--- config.mk ---
export PLATFORM = sky130hd
export DESIGN_NAME = humidity_temp_frame_decode_top
export DESIGN_NICKNAME = d
export VERILOG_FILES = /design/src/hw/rtl/htfd_pkg.sv /design/src/hw/rtl/htfd_frame.sv /design/src/hw/rtl/htfd_scale.sv /design/src/hw/rtl/humidity_temp_frame_decode_top.sv
export SDC_FILE = /design/constraint.sdc
export NUM_CORES = 1
export LEC_CHECK = 0
export ABC_AREA = 1
export BUFFER_PORTS_ARGS = -buffer_cell sky130_fd_sc_hd__buf_2
export CAP_MARGIN = 20
export CORE_MARGIN = 4
export CORE_UTILIZATION = 55
export DETAILED_ROUTE_END_ITERATION = 12
export GPL_TIMING_DRIVEN = 0
export PLACE_DENSITY = 0.77
export SLEW_MARGIN = 20
export SYNTH_ARGS = -nofsm -noshare
export SYNTH_HDL_FRONTEND = slang
export SYNTH_SLANG_ARGS = --single-unit
--- constraint.sdc ---
create_clock -name clock -period 8.7 [get_ports clock]
set_input_delay 1.74 -clock clock [delete_from_list [all_inputs] [get_ports clock]]
set_output_delay 1.74 -clock clock [all_outputs]
set_load 0.05 [all_outputs]
--- src/hw/rtl/htfd_pkg.sv ---
// Shared types, constants and the CRC-8 byte step for the frame decoder.
// No dependencies.
`timescale 1ns / 1ps

package htfd_pkg;

   localparam logic [7:0]  CRC_POLY    = 8'h31;
   localparam logic [7:0]  CRC_SEED    = 8'hFF;
   localparam logic [14:0] TEMP_SCALE  = 15'd17500;
   localparam logic [14:0] TEMP_OFFSET = 15'd4500;
   localparam logic [13:0] HUMI_SCALE  = 14'd10000;

   // One fully received frame, handed from the byte collector to scaling.
   typedef struct packed {
      logic [15:0] temp_raw;
      logic [15:0] humi_raw;
      logic        temp_ok;
      logic        humi_ok;
   } frame_type;

   // CRC-8, MSB first, one byte unrolled.
   function automatic logic [7:0] crc8_byte(input logic [7:0] crc, input logic [7:0] b);
      logic [7:0] r;
      r = crc ^ b;
      for (int k = 0; k < 8; k++) begin
         r = r[7] ? ((r << 1) ^ CRC_POLY) : (r << 1);
      end
      return r;
   endfunction

endpackage

--- src/hw/rtl/htfd_frame.sv ---
// Byte collector: tracks frame position, runs the CRC, holds one finished frame.
// Depends on htfd_pkg.
`timescale 1ns / 1ps

module htfd_frame (
   input  logic                clock,
   input  logic                reset,
   input  logic                req_valid,
   output logic                req_stall,
   input  logic [7:0]          req_data_byte,
   input  logic                req_frame_start,
   output logic                frm_valid,
   output htfd_pkg::frame_type frm,
   input  logic                frm_take_ok
);

   typedef enum logic [2:0] {
      POS_T_HI, POS_T_LO, POS_T_CRC, POS_H_HI, POS_H_LO, POS_H_CRC
   } pos_type;

   pos_type             pos_ff, pos_in, eff_pos;
   logic [7:0]          crc_ff, crc_in;
   logic [15:0]         temp_raw_ff, temp_raw_in;
   logic [15:0]         humi_raw_ff, humi_raw_in;
   logic                temp_pass_ff, temp_pass_in;
   logic                frm_valid_ff, frm_valid_in;
   htfd_pkg::frame_type frm_ff, frm_in;
   logic                accept, produce, take;
   logic [7:0]          crc_step;

   assign take      = frm_valid_ff & frm_take_ok;
   assign req_stall = frm_valid_ff & ~frm_take_ok;
   assign accept    = req_valid & ~req_stall;

   assign eff_pos  = req_frame_start ? POS_T_HI : pos_ff;
   // A word's first byte starts from the seed.
   assign crc_step = htfd_pkg::crc8_byte(
      (eff_pos == POS_T_HI || eff_pos == POS_H_HI) ? htfd_pkg::CRC_SEED : crc_ff,
      req_data_byte);

   always_comb begin
      pos_in       = pos_ff;
      crc_in       = crc_ff;
      temp_raw_in  = temp_raw_ff;
      humi_raw_in  = humi_raw_ff;
      temp_pass_in = temp_pass_ff;
      produce      = 1'b0;
      frm_in       = frm_ff;
      // Bytes outside a frame (no start marker while waiting) are dropped.
      if (accept && (req_frame_start || pos_ff != POS_T_HI)) begin
         unique case (eff_pos)
            POS_T_HI: begin
               temp_raw_in = {req_data_byte, 8'h00};
               crc_in      = crc_step;
               pos_in      = POS_T_LO;
            end
            POS_T_LO: begin
               temp_raw_in = {temp_raw_ff[15:8], req_data_byte};
               crc_in      = crc_step;
               pos_in      = POS_T_CRC;
            end
            POS_T_CRC: begin
               temp_pass_in = (crc_ff == req_data_byte);
               crc_in       = htfd_pkg::CRC_SEED;
               pos_in       = POS_H_HI;
            end
            POS_H_HI: begin
               humi_raw_in = {req_data_byte, 8'h00};
               crc_in      = crc_step;
               pos_in      = POS_H_LO;
            end
            POS_H_LO: begin
               humi_raw_in = {humi_raw_ff[15:8], req_data_byte};
               crc_in      = crc_step;
               pos_in      = POS_H_CRC;
            end
            POS_H_CRC: begin
               crc_in          = htfd_pkg::CRC_SEED;
               pos_in          = POS_T_HI;
               produce         = 1'b1;
               frm_in.temp_raw = temp_raw_ff;
               frm_in.humi_raw = humi_raw_ff;
               frm_in.temp_ok  = temp_pass_ff;
               frm_in.humi_ok  = (crc_ff == req_data_byte);
            end
         endcase
      end
      frm_valid_in = produce | (frm_valid_ff & ~take);
   end

   always_ff @(posedge clock) begin
      if (reset) begin
         pos_ff       <= POS_T_HI;
         crc_ff       <= htfd_pkg::CRC_SEED;
         frm_valid_ff <= 1'b0;
      end else begin
         pos_ff       <= pos_in;
         crc_ff       <= crc_in;
         frm_valid_ff <= frm_valid_in;
      end
   end

   always_ff @(posedge clock) begin
      temp_raw_ff  <= temp_raw_in;
      humi_raw_ff  <= humi_raw_in;
      temp_pass_ff <= temp_pass_in;
      frm_ff       <= frm_in;
   end

   assign frm_valid = frm_valid_ff;
   assign frm       = frm_ff;

endmodule

--- src/hw/rtl/htfd_scale.sv ---
// Scaling stage: raw words to centi-units, flags, and the result register.
// Depends on htfd_pkg.
`timescale 1ns / 1ps

module htfd_scale (
   input  logic                clock,
   input  logic                reset,
   input  logic                frm_valid,
   input  htfd_pkg::frame_type frm,
   output logic                frm_take_ok,
   output logic                rsp_valid,
   input  logic                rsp_stall,
   output logic signed [14:0]  rsp_temperature_centi,
   output logic [13:0]         rsp_humidity_centi,
   output logic                rsp_temp_crc_ok,
   output logic                rsp_humi_crc_ok,
   output logic                rsp_frame_ok
);

   // floor(x / 65535), exact while the quotient stays below 65536.
   function automatic logic [15:0] div65535(input logic [31:0] x);
      logic [31:0] s;
      s = x + {16'h0000, x[31:16]} + 32'd1;
      return s[31:16];
   endfunction

   logic        rsp_valid_ff, rsp_valid_in;
   logic [14:0] temp_ff, temp_in;
   logic [13:0] humi_ff, humi_in;
   logic        temp_ok_ff, humi_ok_ff, frame_ok_ff;
   logic [31:0] temp_prod, humi_prod;
   logic [15:0] temp_q, humi_q;
   logic        load;

   assign frm_take_ok = ~rsp_valid_ff | ~rsp_stall;
   assign load        = frm_valid & frm_take_ok;

   assign temp_prod = 32'(frm.temp_raw) * 32'(htfd_pkg::TEMP_SCALE);
   assign humi_prod = 32'(frm.humi_raw) * 32'(htfd_pkg::HUMI_SCALE);
   assign temp_q    = div65535(temp_prod);
   assign humi_q    = div65535(humi_prod);
   assign temp_in   = temp_q[14:0] - htfd_pkg::TEMP_OFFSET;
   assign humi_in   = humi_q[13:0];

   assign rsp_valid_in = load | (rsp_valid_ff & rsp_stall);

   always_ff @(posedge clock) begin
      if (reset) begin
         rsp_valid_ff <= 1'b0;
      end else begin
         rsp_valid_ff <= rsp_valid_in;
      end
   end

   always_ff @(posedge clock) begin
      if (load) begin
         temp_ff     <= temp_in;
         humi_ff     <= humi_in;
         temp_ok_ff  <= frm.temp_ok;
         humi_ok_ff  <= frm.humi_ok;
         frame_ok_ff <= frm.temp_ok & frm.humi_ok;
      end
   end

   assign rsp_valid             = rsp_valid_ff;
   assign rsp_temperature_centi = $signed(temp_ff);
   assign rsp_humidity_centi    = humi_ff;
   assign rsp_temp_crc_ok       = temp_ok_ff;
   assign rsp_humi_crc_ok       = humi_ok_ff;
   assign rsp_frame_ok          = frame_ok_ff;

endmodule

--- src/hw/rtl/humidity_temp_frame_decode_top.sv ---
// Top level of the humidity/temperature frame decoder.
// Depends on htfd_pkg, htfd_frame and htfd_scale.
//
//   channel | direction | handshake            | payload
//   req     | in        | req_valid/req_stall  | req_data_byte, req_frame_start
//   rsp     | out       | rsp_valid/rsp_stall  | temperature, humidity, crc flags
//
// One byte item is taken per cycle unless req_stall is high. A frame's sixth byte
// gives its result item via the frame register, then scaling into the result register.
// Reset (synchronous) waits for a frame start and empties both registers.
// A stalled result holds; req_stall rises only when both registers are full.
`timescale 1ns / 1ps

module humidity_temp_frame_decode_top (
   input  logic               clock,
   input  logic               reset,
   input  logic               req_valid,
   output logic               req_stall,
   input  logic [7:0]         req_data_byte,
   input  logic               req_frame_start,
   output logic               rsp_valid,
   input  logic               rsp_stall,
   output logic signed [14:0] rsp_temperature_centi,
   output logic [13:0]        rsp_humidity_centi,
   output logic               rsp_temp_crc_ok,
   output logic               rsp_humi_crc_ok,
   output logic               rsp_frame_ok
);

   logic                frm_valid;
   logic                frm_take_ok;
   htfd_pkg::frame_type frm;

   htfd_frame u_frame (
      .clock           (clock),
      .reset           (reset),
      .req_valid       (req_valid),
      .req_stall       (req_stall),
      .req_data_byte   (req_data_byte),
      .req_frame_start (req_frame_start),
      .frm_valid       (frm_valid),
      .frm             (frm),
      .frm_take_ok     (frm_take_ok)
   );

   htfd_scale u_scale (
      .clock                 (clock),
      .reset                 (reset),
      .frm_valid             (frm_valid),
      .frm                   (frm),
      .frm_take_ok           (frm_take_ok),
      .rsp_valid             (rsp_valid),
      .rsp_stall             (rsp_stall),
      .rsp_temperature_centi (rsp_temperature_centi),
      .rsp_humidity_centi    (rsp_humidity_centi),
      .rsp_temp_crc_ok       (rsp_temp_crc_ok),
      .rsp_humi_crc_ok       (rsp_humi_crc_ok),
      .rsp_frame_ok          (rsp_frame_ok)
   );

endmodule

## Word level (Yosys, flattened, before mapping)

Index checks and enable logic that the tools add are counted.

- Flip-flop bits (word level): 112
- Bits in latches: 0
- RAM bits: 0
- Bits in read-only memories: 0
- Bits of input ports: 13
- Output and inout bits: 34
- Logic and storage cells: 87
- Memories kept: 0

- Add/subtract/negate cells: 5
- $mul: 2
- Divide/modulo/power cells: 0
- $lt $le $gt $ge: 0
- Equal/unequal tests: 6
- Shift operators: 0
- Mux-type cells: 16
- Bitwise operators: 25
- Reduce and logical (&&, ||, !) cells: 15

Operators by type and width:

| cell | number |
|---|---|
| case mux 16 bit (2 select lines) | 2 |
| two-way mux 6 bit | 8 |
| adder 31 x 1 -> 31 bit, second input constant | 1 |
| adder 31 x 15 -> 31 bit | 1 |
| adder 30 x 1 -> 30 bit, second input constant | 1 |
| adder 30 x 14 -> 30 bit | 1 |
| multiplier 16 x 13 -> 29 bit, second input constant | 1 |
| multiplier 16 x 10 -> 26 bit, second input constant | 1 |
| NOT 3 bit | 8 |
| case mux 3 bit (6 select lines) | 1 |
| case mux 8 bit (2 select lines) | 1 |
| subtractor 15 x 13 -> 15 bit, second input constant | 1 |
| == test 8 bit | 1 |
| two-way mux 8 bit | 1 |
| AND reduction 2 bit | 4 |
| bitwise XOR 8 bit | 1 |
| NOT 1 bit | 7 |
| bitwise AND 1 bit | 6 |
| == test 3 x 2 -> 1 bit, second input constant | 2 |
| == test 3 bit, second input constant | 2 |
| AND reduction 3 bit | 2 |
| nonzero test 2 bit | 2 |
| OR reduction 4 bit | 1 |
| == test 3 x 1 -> 1 bit, second input constant | 1 |
| 8 further kinds | 12 |

## Longest topological paths before layout

- Word-level depth: 22
- Depth in mapped cells: 41
- Mapped depth without buffers: 41

## Cells and area by module

Synthesis repeated with hierarchy kept, for this count alone.

- Cell total of the unflattened synthesis: 1659
- Area total of the unflattened synthesis: 13172.6 um2

Modules (own cells, without submodules):

| module | instances | cells an instance | area an instance (um2) | sequential area each (um2) |
|---|---|---|---|---|
| htfd_scale | 1 | 1370 | 9910.8 | 980.9 |
| htfd_frame | 1 | 289 | 3261.9 | 2252.2 |

## Worst setup path before layout

OpenSTA, ideal clock, no wires.

- Kind: flip-flop to flip-flop
- Start point: register u_frame.frm_ff (netlist bit u_frame.frm[11])
- End point: register u_scale.humi_ff[12] (netlist: u_scale.rsp_humidity_centi[12]) (data pin)
- Library setup time: 0.254 ns
- Arrival: 5.925 ns
- Setup slack: 2.521 ns
- Stages on the path, launching flop included: 33
- Buffers on the path: 0
- Cells stage by stage: edfxtp_1 fa_1 ha_1 inv_1 fa_1 inv_1 ha_1 inv_1 fa_1 inv_1 ha_1 nand2_1 nor4_1 nand2_1 o2111ai_1 a21boi_0 o21ai_0 nand2_1 nand2_1 xor2_1 ha_1 nand2_1 a211o_1 nand2_1 nand3_1 a21oi_1 nand2_1 nor2_2 nand2_1 nor2_1 nand3_1 xor2_1 inv_1

- Longest elaborated chain between the ends: 3

RTL lines:

| item | RTL line | RTL |
|---|---|---|
| start, declared | htfd_frame.sv:27 | `htfd_pkg::frame_type frm_ff, frm_in;` |
| start signal, assigned | htfd_frame.sv:107 | `frm_ff <= frm_in;` |
| multiplier 16 x 10 -> 26 bit | htfd_scale.sv:39 | `assign humi_prod = 32'(frm.humi_raw) * 32'(htfd_pkg::HUMI_SCALE);` |
| adder 30 x 14 -> 30 bit | htfd_scale.sv:23 | `s = x + {16'h0000, x[31:16]} + 32'd1;` |
| adder 30 x 1 -> 30 bit | htfd_scale.sv:23 |  |
| named net u_scale.humi_in[12] | htfd_scale.sv:29 | `logic [13:0] humi_ff, humi_in;` |
| end signal, assigned | htfd_scale.sv:58 | `humi_ff <= humi_in;` |
| end, declared | htfd_scale.sv:29 |  |

The timed path passes the listed nets, and every way through them passes these cells.
A chain may end at the register's enable or synchronous reset.

## Worst setup path after layout

- Start point: register u_frame.frm_ff (netlist bit u_frame.frm[6])
- End point: register u_scale.humi_ff[12] (netlist: u_scale.rsp_humidity_centi[12]) (data pin)

The elaborated chain is that of the path after synthesis.

==> reports/results.ini <==
[outcome]
status = completed

[synthesis]
ys_warn_count = 0
ys_seq_area_share_pct = 25.4
synth_cell_type_count = 47
ys_ff_latch = 112
synth_mux_area_share_pct = 0.256
async_reset_ff_share_pct = 0
yosys.area_share.simple_pct = 21.4
synth_compound_area_share_pct = 5.70
synth_nets = 1892
yosys.area_share.xor_xnor_pct = 4.71
synth.avg_cell_area_um2 = 7.91
synth_top_family_by_area = adder cells
synth_edf_count = 99
ys.flop_type = edfxtp_1
synthAdderAreaFrac_pct = 31.3
syn_inst = 1609
synthesis.area_mm2 = 0.0127

[sta]
fin_ws_ps = 1680
tns_ps = 0
slew_headroom_pct = 45.8
finalHoldViolCount = 0
tightestPinTransition_ps = 814
slew_viol_final = 0
max_freq_mhz = 143
rsz0062_at_grt = no
fin_crit_sh_pct = 80.6
min_period_ps = 7020
finalSetupViolCount = 0
skew_ps = 12.6

[clock_network]
root_buffer = clkbuf_16
clock_latency_ps = 350
cts_tree = built
clockBufferDepth = 2
numCtsBuffers = 9
cts.sinks = 112
ctsResizeCount = 0
postCtsSetupBuffers = 0
htreeDepth = 3
clkTransAtPathRegs_ps = 80
hold_buffers = 0

[worst_setup_path]
worstSetupPathType = reg2reg
cpMostUsedCell = nand2_1
cp_max_fo = 5
cpPeakStageDelay_ps = 540
crit_arrival_ps = 7120
crit_required_ps = 8800
critical_path.endpoint_type = flip-flop
critical_path.slowest_cell = edfxtp_1
ff2ff_path_depth = 33
startpoint_type = flip-flop

[layout]
syn_to_final_growth_pct = 7.55
utilization_pct = 60.2
finalNetCount = 1952
diodes = 0
instances_no_fill = 1959
drive_gt1_share_pct = 5.56
layout_common_cells = 376 x inv_1, 345 x nand2_1, 190 x ha_1
mostFrequentLayoutCell = inv_1

[power_and_ir_drop]
total_power_mw = 1.12
power_density_mw_per_mm2 = 81.9
ir_worst_vdd_uv = 112
p_leak_nw = 7.34

[floorplan]
start_util_pct = 56.0
die_height_um = 160
coreArea_mm2 = 0.0227
die-area_mm2 = 0.0256
dieWidth_um = 160
rows = 55
io_pins = 47

[routing]
drt_first_iter_violations = 557
via_count = 10100
dr.pass1.iters = 5
routedWlPerCell_um = 13.8
vias_per_cell = 5.17
routed_wl_um = 27100
ant_nets = 0
drc = 0

[global_route]
overflow = 0
grt_use_total_pct = 21.6
grt_pass1_wl_um = 45800
antenna_found_initial = 0
grt_pass1_vias = 9760
grt_max_degree = 21

[min_path]
whs_path_depth = 0
min_path_type = reg2reg

[run]
cap_violations = 0

[place]
hpwl_um = 23400
port-buffer-count = 45
gp_congestion = 0.930
dp.cells = 1943
pre_cts_slack_ps = 1650

[metrics by stage]
step / hold WS, ps / cell area [µm²]
finish: 417 / 13700
global route: 428 / 13700
CTS: 417 / 13700
detailed placement: 405 / 13400
global placement: 400 / 13300
floorplan: 400 / 12700
[cell usage after synthesis, types with 2 or more instances]
cell / count / area share [%]
clkbuf_1: 4 / 0.12
inv_1: 376 / 11
o31ai_1: 3 / 0.18
xnor2_1: 14 / 0.96
nand3_2: 2 / 0.16
nand3_1: 86 / 3.4
xor2_1: 47 / 3.2
dfxtp_1: 13 / 2.0
xor2_2: 4 / 0.51
nor2_2: 7 / 0.34
edfxtp_1: 99 / 23
nand2_1: 345 / 10
mux2_2: 2 / 0.18
o22ai_1: 4 / 0.20
a21oi_1: 72 / 2.8
nand4_1: 25 / 1.2
o21a_1: 3 / 0.18
or2_1: 3 / 0.15
o21ai_1: 5 / 0.20
nand2_2: 10 / 0.49
nand3b_1: 4 / 0.24
nor3_1: 10 / 0.39
nor4_1: 4 / 0.20
o21ai_0: 27 / 1.1
fa_1: 80 / 13
o21bai_1: 7 / 0.41
ha_1: 190 / 19
nor2_1: 144 / 4.2
[state kept, by name, summed over array words and instances, names as in the netlist]
register / cells
u_frame.humi_raw_ff: 16
u_scale.rsp_frame_ok: 1
u_scale.rsp_valid: 1
u_scale.rsp_temperature_centi: 15
u_frame.pos_ff: 3
u_frame.temp_pass_ff: 1
u_scale.rsp_humi_crc_ok: 1
u_frame.frm_valid: 1
u_frame.crc_ff: 8
u_scale.rsp_temp_crc_ok: 1
u_frame.temp_raw_ff: 16
u_frame.frm: 34
u_scale.rsp_humidity_centi: 14
[worst paths after layout]
check | start | to | slack (ps)
max | u_frame.frm[6]$_DFFE_PP_ | u_scale.rsp_humidity_centi[12]$_DFFE_PP_ | 1680
min | u_frame.temp_raw_ff[7]$_SDFFCE_PN0P_ | u_frame.frm[25]$_DFFE_PP_ | 420
max reg2reg | u_frame.frm[6]$_DFFE_PP_ | u_scale.rsp_humidity_centi[12]$_DFFE_PP_ | 1680
min reg2reg | u_frame.temp_raw_ff[7]$_SDFFCE_PN0P_ | u_frame.frm[25]$_DFFE_PP_ | 420
[layer usage]
layer	track usage, %	share of wire [%]
met5	0	0
met4	6.41	2.5
met3	3.12	4.5
met1	28.3	45
met2	37.2	48
[cell type report]
type	instances	area [µm²]
fill	2001	9030
multi-input combinational	1115	8070
sequential	112	3230
inverter	378	1420
tap	285	357
timing repair buffer	49	270
clock buffer	10	229
clock inverter	6	88.8
buffer	4	15.0
[critical path: cells and delay by family, from the launching register on]
family | cells | cell delay, ps
simple gates | 13 | 1650
xor+xnor | 2 | 480
fa+ha+maj | 7 | 2720
buf+inv | 6 | 340
compound gates | 5 | 1020
flops | 1 | 540
[power by group]
| group | leakage [nW] | switching [mW] | internal, mW |
|---|---|---|---|
| clock network | 0.153 | 0.195 | 0.230 |
| registers | 1.05 | 0.00587 | 0.592 |
| logic | 6.14 | 0.0622 | 0.0351 |
[cell families after synthesis]
| logic type | Yosys count |
|---|---|
| multiplexers | 3 |
| XOR/XNOR | 65 |
| flip-flops | 112 |
| buffers and inverters | 382 |
| AO/OA/AOI/OAI | 131 |
| AND/OR/NAND/NOR | 646 |
| adder cells (fa/ha/maj) | 270 |
No activity file was read; power rests on OpenSTA's default activity.
